`config.mk`:
```
export PLATFORM = sky130hd
export DESIGN_NAME = wsd_ctrl
export DESIGN_NICKNAME = d
export VERILOG_FILES = /design/src/sv/wsd_pkg.sv /design/src/sv/wsd_ctrl.sv
export SDC_FILE = /design/constraint.sdc
export NUM_CORES = 1
export LEC_CHECK = 0
export ABC_AREA = 1
export BUFFER_PORTS_ARGS = -buffer_cell sky130_fd_sc_hd__buf_4
export CAP_MARGIN = 20
export CORE_MARGIN = 2
export CORE_UTILIZATION = 50
export DETAILED_ROUTE_END_ITERATION = 6
export GPL_TIMING_DRIVEN = 1
export HOLD_SLACK_MARGIN = 0.05
export MAX_ROUTING_LAYER = met4
export PLACE_DENSITY = 0.84
export SYNTH_ARGS = -nofsm -noshare
export SYNTH_HDL_FRONTEND = slang
export SYNTH_SLANG_ARGS = --single-unit
```
`constraint.sdc`:
```
create_clock -name i_clk -period 3.5 [get_ports i_clk]
set_input_delay 0.525 -clock i_clk [delete_from_list [all_inputs] [get_ports i_clk]]
set_output_delay 0.525 -clock i_clk [all_outputs]
set_load 0.03 [all_outputs]
```
`src/sv/wsd_pkg.sv`:
```
package wsd_pkg;
    localparam int MaxNodes   = 64;
    localparam int CoordBits  = 16;
    localparam int IdxW       = $clog2(MaxNodes);
    localparam int CntW       = $clog2(MaxNodes + 1);
    localparam int DistW      = 33;

    localparam logic       CMD_ADD   = 1'b0;
    localparam logic       CMD_QUERY = 1'b1;
    localparam logic [1:0] ST_DIST   = 2'd0;
    localparam logic [1:0] ST_ADDED  = 2'd1;
    localparam logic [1:0] ST_FULL   = 2'd2;
    localparam logic [1:0] ST_EMPTY  = 2'd3;

    typedef struct packed {
        logic        command;
        logic [15:0] coord_x;
        logic [15:0] coord_y;
    } t_in;

    typedef struct packed {
        logic [1:0]       status;
        logic [DistW-1:0] sq_distance;
        logic [5:0]       rank;
        logic             last;
    } t_out;

    // controller -> datapath
    typedef struct packed {
        logic capture;    // latch pixel
        logic add_node;   // write node table at count
        logic rd_node;    // issue node read at scan index
        logic calc;       // node data valid: form distance
        logic ins;        // insert distance into sorted row
        logic clr_row;    // empty the sorted row
        logic shift_out;  // pop head of sorted row
    } t_cmd;

    typedef struct packed {
        logic [CntW-1:0] total;
    } t_sts;
endpackage

```
`src/sv/wsd_ctrl.sv`:
```
module wsd_ctrl import wsd_pkg::*; (
    input  logic            i_clk,
    input  logic            i_rst_n,
    input  logic            i_valid,
    output logic            o_ready,
    input  t_in             i_item,
    input  t_sts            i_sts,
    input  logic            i_out_free,
    output t_cmd            o_cmd,
    output logic [IdxW-1:0] o_scan_idx,
    output logic            o_push,
    output logic [1:0]      o_status,
    output logic            o_dist,
    output logic [5:0]      o_rank,
    output logic            o_last
);
    typedef enum logic [3:0] {
        S_IDLE = 4'b0001,
        S_SCAN = 4'b0010,
        S_LOAD = 4'b0100,
        S_EMIT = 4'b1000
    } t_state;

    t_state          r_state, n_state;
    logic [CntW-1:0] r_cnt, n_cnt;    // nodes read / results sent
    logic [CntW-1:0] r_n;
    logic [3:0]      r_pipe;          // read, calc, mult, insert stages
    logic            w_acc;

    assign o_ready = (r_state == S_IDLE) && i_out_free;
    assign w_acc   = i_valid && o_ready;
    assign o_scan_idx = r_cnt[IdxW-1:0];

    always_comb begin
        n_state = r_state;
        n_cnt   = r_cnt;
        o_cmd   = '0;
        o_push  = 1'b0;
        o_status = ST_DIST;
        o_dist   = 1'b0;
        o_last   = 1'b1;
        o_rank   = 6'(r_cnt);
        unique case (r_state)
            S_IDLE: begin
                if (w_acc) begin
                    o_push = 1'b1;
                    if (i_item.command == CMD_ADD) begin
                        if (i_sts.total >= CntW'(MaxNodes)) begin
                            o_status = ST_FULL;
                        end else begin
                            o_status = ST_ADDED;
                            o_cmd.add_node = 1'b1;
                        end
                    end else if (i_sts.total == '0) begin
                        o_status = ST_EMPTY;
                    end else begin
                        o_push = 1'b0;
                        o_cmd.capture = 1'b1;
                        o_cmd.clr_row = 1'b1;
                        n_cnt   = '0;
                        n_state = S_SCAN;
                    end
                end
            end
            S_SCAN: begin
                if (r_cnt != r_n) begin
                    o_cmd.rd_node = 1'b1;
                    n_cnt = r_cnt + 1'b1;
                end else if (r_pipe == '0) begin
                    n_cnt   = '0;
                    n_state = S_EMIT;
                end
            end
            S_LOAD: n_state = S_EMIT;
            S_EMIT: begin
                if (i_out_free) begin
                    o_push = 1'b1;
                    o_dist = 1'b1;
                    o_last = (r_cnt + 1'b1 == r_n);
                    o_cmd.shift_out = 1'b1;
                    n_cnt = r_cnt + 1'b1;
                    if (o_last) n_state = S_IDLE;
                end
            end
            default: n_state = S_IDLE;
        endcase
        o_cmd.calc = r_pipe[0];
        o_cmd.ins  = r_pipe[2];
    end

    always_ff @(posedge i_clk) begin
        if (!i_rst_n) begin
            r_state <= S_IDLE;
            r_cnt   <= '0;
            r_pipe  <= '0;
        end else begin
            r_state <= n_state;
            r_cnt   <= n_cnt;
            r_pipe  <= {r_pipe[2:0], o_cmd.rd_node};
        end
    end

    always_ff @(posedge i_clk) begin
        if (w_acc) r_n <= i_sts.total;
    end
endmodule

```
# Yosys cells after proc, flatten, opt, wreduce, memory -nomap -nowiden
# Cells that the tools add are included.
# op_classes
add_sub_neg	1
order_cmp	1
eq_ne	14
n_mux	38
reduce_logical	7
# ops
op	count
7-bit 2-to-1 mux	6
4-bit 2-to-1 mux	7
7-bit case mux with 3 select lines	1
4-bit case mux with 4 select lines	1
1-bit 2-to-1 mux	15
2-bit 2-to-1 mux	7
2-bit != test (second input constant)	7
7-bit by 1-bit adder with 7-bit output (second input constant)	1
7-bit == test	1
7-bit >= comparator (second input constant)	1
7-bit logical NOT	1
7-bit != test	1
7-bit AND reduction	1
6-bit AND reduction	1
4-bit by 1-bit == test with 1-bit output (second input constant)	1
4-bit by 2-bit == test with 1-bit output (second input constant)	1
4-bit by 3-bit == test with 1-bit output (second input constant)	1
4-bit == test (second input constant)	1
4-bit logical NOT	1
3-bit != test (second input constant)	1
3-bit nonzero test	1
1-bit logical AND	2
1-bit case mux with 2 select lines	1
# word_totals
reg_bits	22
in_bits	44
output_inout_bits	25
word_cells	65

# Logic depth before layout (Yosys ltp)
# depth
word_depth	5
mapped_depth	13
ltp_nobuf	13

# Least setup slack after synthesis
# OpenSTA, ideal clock, no wires.
# synth_path
path_kind	reg-to-output
startpoint	reg r_state[0]
endpoint	out o_status[0]
arrival_ps	1986
required_ps	2975
slack_ps	989
stages_incl_launch_ff	9
path_buffers	0
cell_sequence	dfxtp_1 inv_1 nor3_2 inv_2 nor2_2 nand2_1 inv_1 nand2_1 a21oi_1
# synth_via
elab_chain_cells	5
# synth_rtl
item	line_no	source
from (decl)	wsd_ctrl.sv:24	t_state r_state, n_state;
from (signal assigned)	wsd_ctrl.sv:97	r_state <= n_state;
4-bit by 1-bit == test with 1-bit output	wsd_ctrl.sv:30	assign o_ready = (r_state == S_IDLE) && i_out_free;
1-bit logical AND	wsd_ctrl.sv:30	
via o_ready	wsd_ctrl.sv:5	output logic o_ready,
1-bit logical AND	wsd_ctrl.sv:31	assign w_acc = i_valid && o_ready;
2-bit 2-to-1 mux	wsd_ctrl.sv:45	if (w_acc) begin
2-bit 2-to-1 mux	wsd_ctrl.sv:43	unique case (r_state)
to (decl)	wsd_ctrl.sv:12	output logic [1:0] o_status,
# The timed path passes the listed nets, and every way through them passes these cells.

# Worst setup path in the final report
# layout_path
startpoint	reg r_state[0]
endpoint	out o_status[0]
# layout_via
elab_chain_cells	5
# layout_rtl
item	line_no
4-bit by 1-bit == test with 1-bit output (*)	wsd_ctrl.sv:30, wsd_ctrl.sv:43
1-bit logical AND	wsd_ctrl.sv:30
1-bit logical AND	wsd_ctrl.sv:31
2-bit 2-to-1 mux	wsd_ctrl.sv:45
2-bit 2-to-1 mux (*)	wsd_ctrl.sv:43
# Every way passes the cells marked *; elsewhere a longest branch is shown, timed or not.

==> results.md <==
Floorplan:
- 69 I/O pins were placed.
- In this run the horizontal extent of the chip is 59.07 um.
- The core outline area is 0.002829 mm2.
- The initial core utilization is 0.5360.
- In this run the core area contains 19 standard-cell rows.
- The die outline height is 59.07 um.
- The die covers 0.003489 mm2.

STA:
- The final worst-path setup slack is 935.7 ps.
- The number of max-slew violations in the final report was 0.
- For the final routed database, the setup TNS stands at 0 ps.
- The slew at the pin closest to its max-slew limit is 423.0 ps.
- The worst clock skew is 19.43 ps.
- The maximum clock frequency is 390.0 MHz.
- The final critical-path share of the clock period is 0.7327.
- The tightest slew margin relative to the limit is 0.7176.
- Setup repair after global routing left no endpoint under its margin.
- Setup violations remaining at the end of the flow were counted as 0.
- The routed design could run at a clock period as short as 2564 ps.
- The final-report hold violation count is 0.

Critical path:
- STA classifies the critical path endpoint as an output pin.
- STA classifies the critical path startpoint as a flop.
- Data arrives at the worst endpoint at 2040 ps.
- The family with the most delay on the worst path is buffers and inverters.
- The total buffers and inverters traversed by the critical path is 4.
- The maximum cell stage delay along the critical path is 390 ps.
- The critical-path cell with the highest stage delay is sky130_fd_sc_hd__dfxtp_1.
- The peak fanout along the critical path is 8.
- STA puts the critical path data required time at 2970 ps.
- By startpoint and endpoint, the worst setup path is classified as reg -> out.
- The critical path goes through inv_1 -> nor3_2 -> inv_2 -> nor2_2 -> nand2_1 -> inv_1 -> nand2_1 -> a21oi_1 -> buf_4.

Synthesis:
- The area share of and/or/nand/nor cells after synthesis is 0.4018.
- The area fraction in compound gates after synthesis came to 0.04785.
- The mean instance size in the synthesized netlist is 6.988 um2.
- The number of warnings issued by yosys is 0.
- The part of the Yosys area used for sequential elements is 0.3234.
- The multiplexer area fraction after synthesis is 0.
- The share of the synthesized netlist area taken by xor and xnor gates is 0.04125.
- In this run the cell area of the synthesized design comes to 0.001516 mm2.
- The post-synth net total is 262.
- Of the total synthesized cell area, the portion taken by full adders, half adders and majority gates is 0.008251.
- The count of flip-flops with a built-in enable after synthesis is 7.
- The synthesized netlist cell count is 217.
- Of all flip-flops after synthesis, the portion carrying an async set or reset was 0.
- The synthesized flop and latch total is 21.
- By area, the combinational part of the netlist is dominated by simple AND/OR/NAND/NOR gates.
- The number of distinct library cells after synthesis is 28.
- The commonest register cell after synthesis is sky130_fd_sc_hd__dfxtp_1.

Routing:
- After detailed routing, the number of vias per cell comes to 4.937.
- The number of DRC markers in iteration 0 is 34.
- The final routed wire length divided by cell count is 10.58 um.
- The post-detailed-routing wire length is 2.866 mm.
- The total via count after detailed routing is 1338.
- The number of detailed-routing iterations run before antenna repair is 4.
- The number of routed nets with antenna violations is 0.
- For this run, design rule violations remaining after detail routing come to 0.

CTS:
- The count of cells resized by post-cts repair is 0.
- Buffers added to address setup during post-CTS repair amount to 0.
- TritonCTS built the clock tree.
- The H-tree level count is 1.
- TritonCTS created 3 clock buffers.
- The number of buffers between clock root and the deepest sink is 2.
- The cts-stage hold buffer count is 0.
- The cell sitting at the root of the clock tree is a sky130_fd_sc_hd__clkbuf_4.
- The clock net in this run drives a total of 21 sinks.
- Clock latency on the worst-skew pair, taken at its later pin, is 330 ps.
- The clock edge transition at the registers on the reported setup and hold paths is 130 ps.

Power and ir drop:
- Power spread over the standard cell area amounts to 780.4 mW/mm2.
- The static power due to leakage is 0.0009171 uW.
- IR analysis of the VDD net gives a maximum drop of 349.3 uV.
- After layout, the design draws a total of 1346 uW.

Layout:
- The number of antenna cells inserted is 0.
- Leaving out fill and tap cells, the most frequent cell in the layout is sky130_fd_sc_hd__nand2_1.
- The final net count is 286.
- The number of filler cells placed in the layout is 259.
- The multi-input gate area in the final layout is 757.0 um2.
- In the final layout, the share of cells above drive strength 1 is 0.2750.
- Leaving out fill and tap cells, the most frequent cells in the layout are sky130_fd_sc_hd__nand2_1, sky130_fd_sc_hd__buf_4, sky130_fd_sc_hd__inv_1.
- Summing all flip-flop and latch instances after layout gives 490.5 um2.
- The layout overhead on the synthesized area is 13.78%.

Global routing:
- The via count of the first global-routing pass is 1143.
- The global-route total usage across every layer is 0.1930.
- The first global-routing pass estimated 4.885 mm of wire.
- The largest net degree at the start of global routing is 13.
- Global routing finished with a remaining overflow of 0.
- The number of antenna violations at the first check in global routing is 0.

Job:
- The number of max-capacitance violations reported is 0.

Place:
- At the placement stage, the worst setup path has a slack of 1269 ps.
- The count of buffers from port buffering is 36.
- The global placement routability congestion is 0.8829.
- The placed wire-length estimate after detailed placement is 2.308 mm.

Min path:
- The type of the most critical hold path is in -> reg.

Status:
- The run finished with clean final reports.
synth_stat cells, types with 2 or more instances:
master / instances / area [um2]
sky130_fd_sc_hd__edfxtp_1: 7 / 210.2
sky130_fd_sc_hd__nor2_1: 18 / 67.56
sky130_fd_sc_hd__inv_2: 3 / 11.26
sky130_fd_sc_hd__xor2_1: 4 / 35.03
sky130_fd_sc_hd__o21ai_1: 3 / 15.01
sky130_fd_sc_hd__dfxtp_1: 14 / 280.3
sky130_fd_sc_hd__inv_1: 32 / 120.1
sky130_fd_sc_hd__nand3_1: 16 / 80.08
sky130_fd_sc_hd__nand2_2: 5 / 31.28
sky130_fd_sc_hd__nand2_1: 63 / 236.5
sky130_fd_sc_hd__buf_4: 17 / 127.6
sky130_fd_sc_hd__nor2_2: 4 / 25.02
sky130_fd_sc_hd__nor3_4: 2 / 32.53
sky130_fd_sc_hd__nor3_1: 2 / 10.01
sky130_fd_sc_hd__nand3_2: 6 / 60.06
sky130_fd_sc_hd__a21oi_1: 8 / 40.04
sky130_fd_sc_hd__o21ai_0: 2 / 10.01
worst register-to-register path: cells and delay by family (launching register included):
family | cells | cell delay (ps)
adders and majority gates | 1 | 260
DFF | 1 | 490
and+or+nand+nor | 11 | 950
registers in the layout (all words and copies together) (netlist names):
signal,flops
r_cnt,7
r_n,7
r_pipe,4
r_state,3
final cells by class:
type / instances / area share
Multi-Input combinational cell: 142 / 0.4387
Tap cell: 31 / 0.02248
Clock buffer: 3 / 0.01305
Clock inverter: 1 / 0.002901
Sequential cell: 21 / 0.2843
Inverter: 37 / 0.08194
Timing Repair Buffer: 36 / 0.1566
metal layers:
| layer | vias up | wire length [um] | share of wire | global-route usage |
|---|---|---|---|---|
| li1 | 702 | - | - | - |
| met5 | - | 0 | 0 | - |
| met3 | 5 | 137 | 0.048 | 0.02183 |
| met4 | 0 | 58 | 0.020 | 0.09416 |
| met1 | 591 | 1332 | 0.46 | 0.2376 |
| met2 | 40 | 1338 | 0.47 | 0.3143 |
cell families (layout without fill, tap and decap cells):
kind of cell,after synthesis,in the layout
flops,21,21
fa+ha+maj,1,1
buf+inv,54,77
compound gates,14,14
xor+xnor,5,5
simple gates,122,122
path summary, 6_finish.rpt:
path	from	slack (ps)	cells after the start	to
worst max register to register	r_cnt[0]$_SDFFE_PN0P_	1690	12	r_state[3]$_SDFFE_PN0P_
worst max-delay path	r_state[0]$_SDFFE_PN1P_	940	9	o_status[0]
worst min-delay path	i_sts[2]	370	1	r_n[2]$_DFFE_PN_
worst min register to register	r_pipe[2]$_SDFF_PN0_	450	2	r_pipe[3]$_SDFF_PN0_
report_power, final:
part           total, uW  switching [uW]  internal, uW
clock network        124            81.0          42.9
logic                810             512           298
registers            413            96.5           316
total               1350             689           657
metrics by stage:
stage	cells	instance area [um2]	hold WS, ps	util
floorplan	217	1516	407.5	-
global placement	267	1698	415.8	0.6002
detailed placement	267	1698	438.5	0.6002
CTS	271	1725	371.9	0.6099
global route	271	1725	359.2	0.6099
finish	271	1725	371.0	0.6099
No activity file was read; power rests on OpenSTA's default activity.
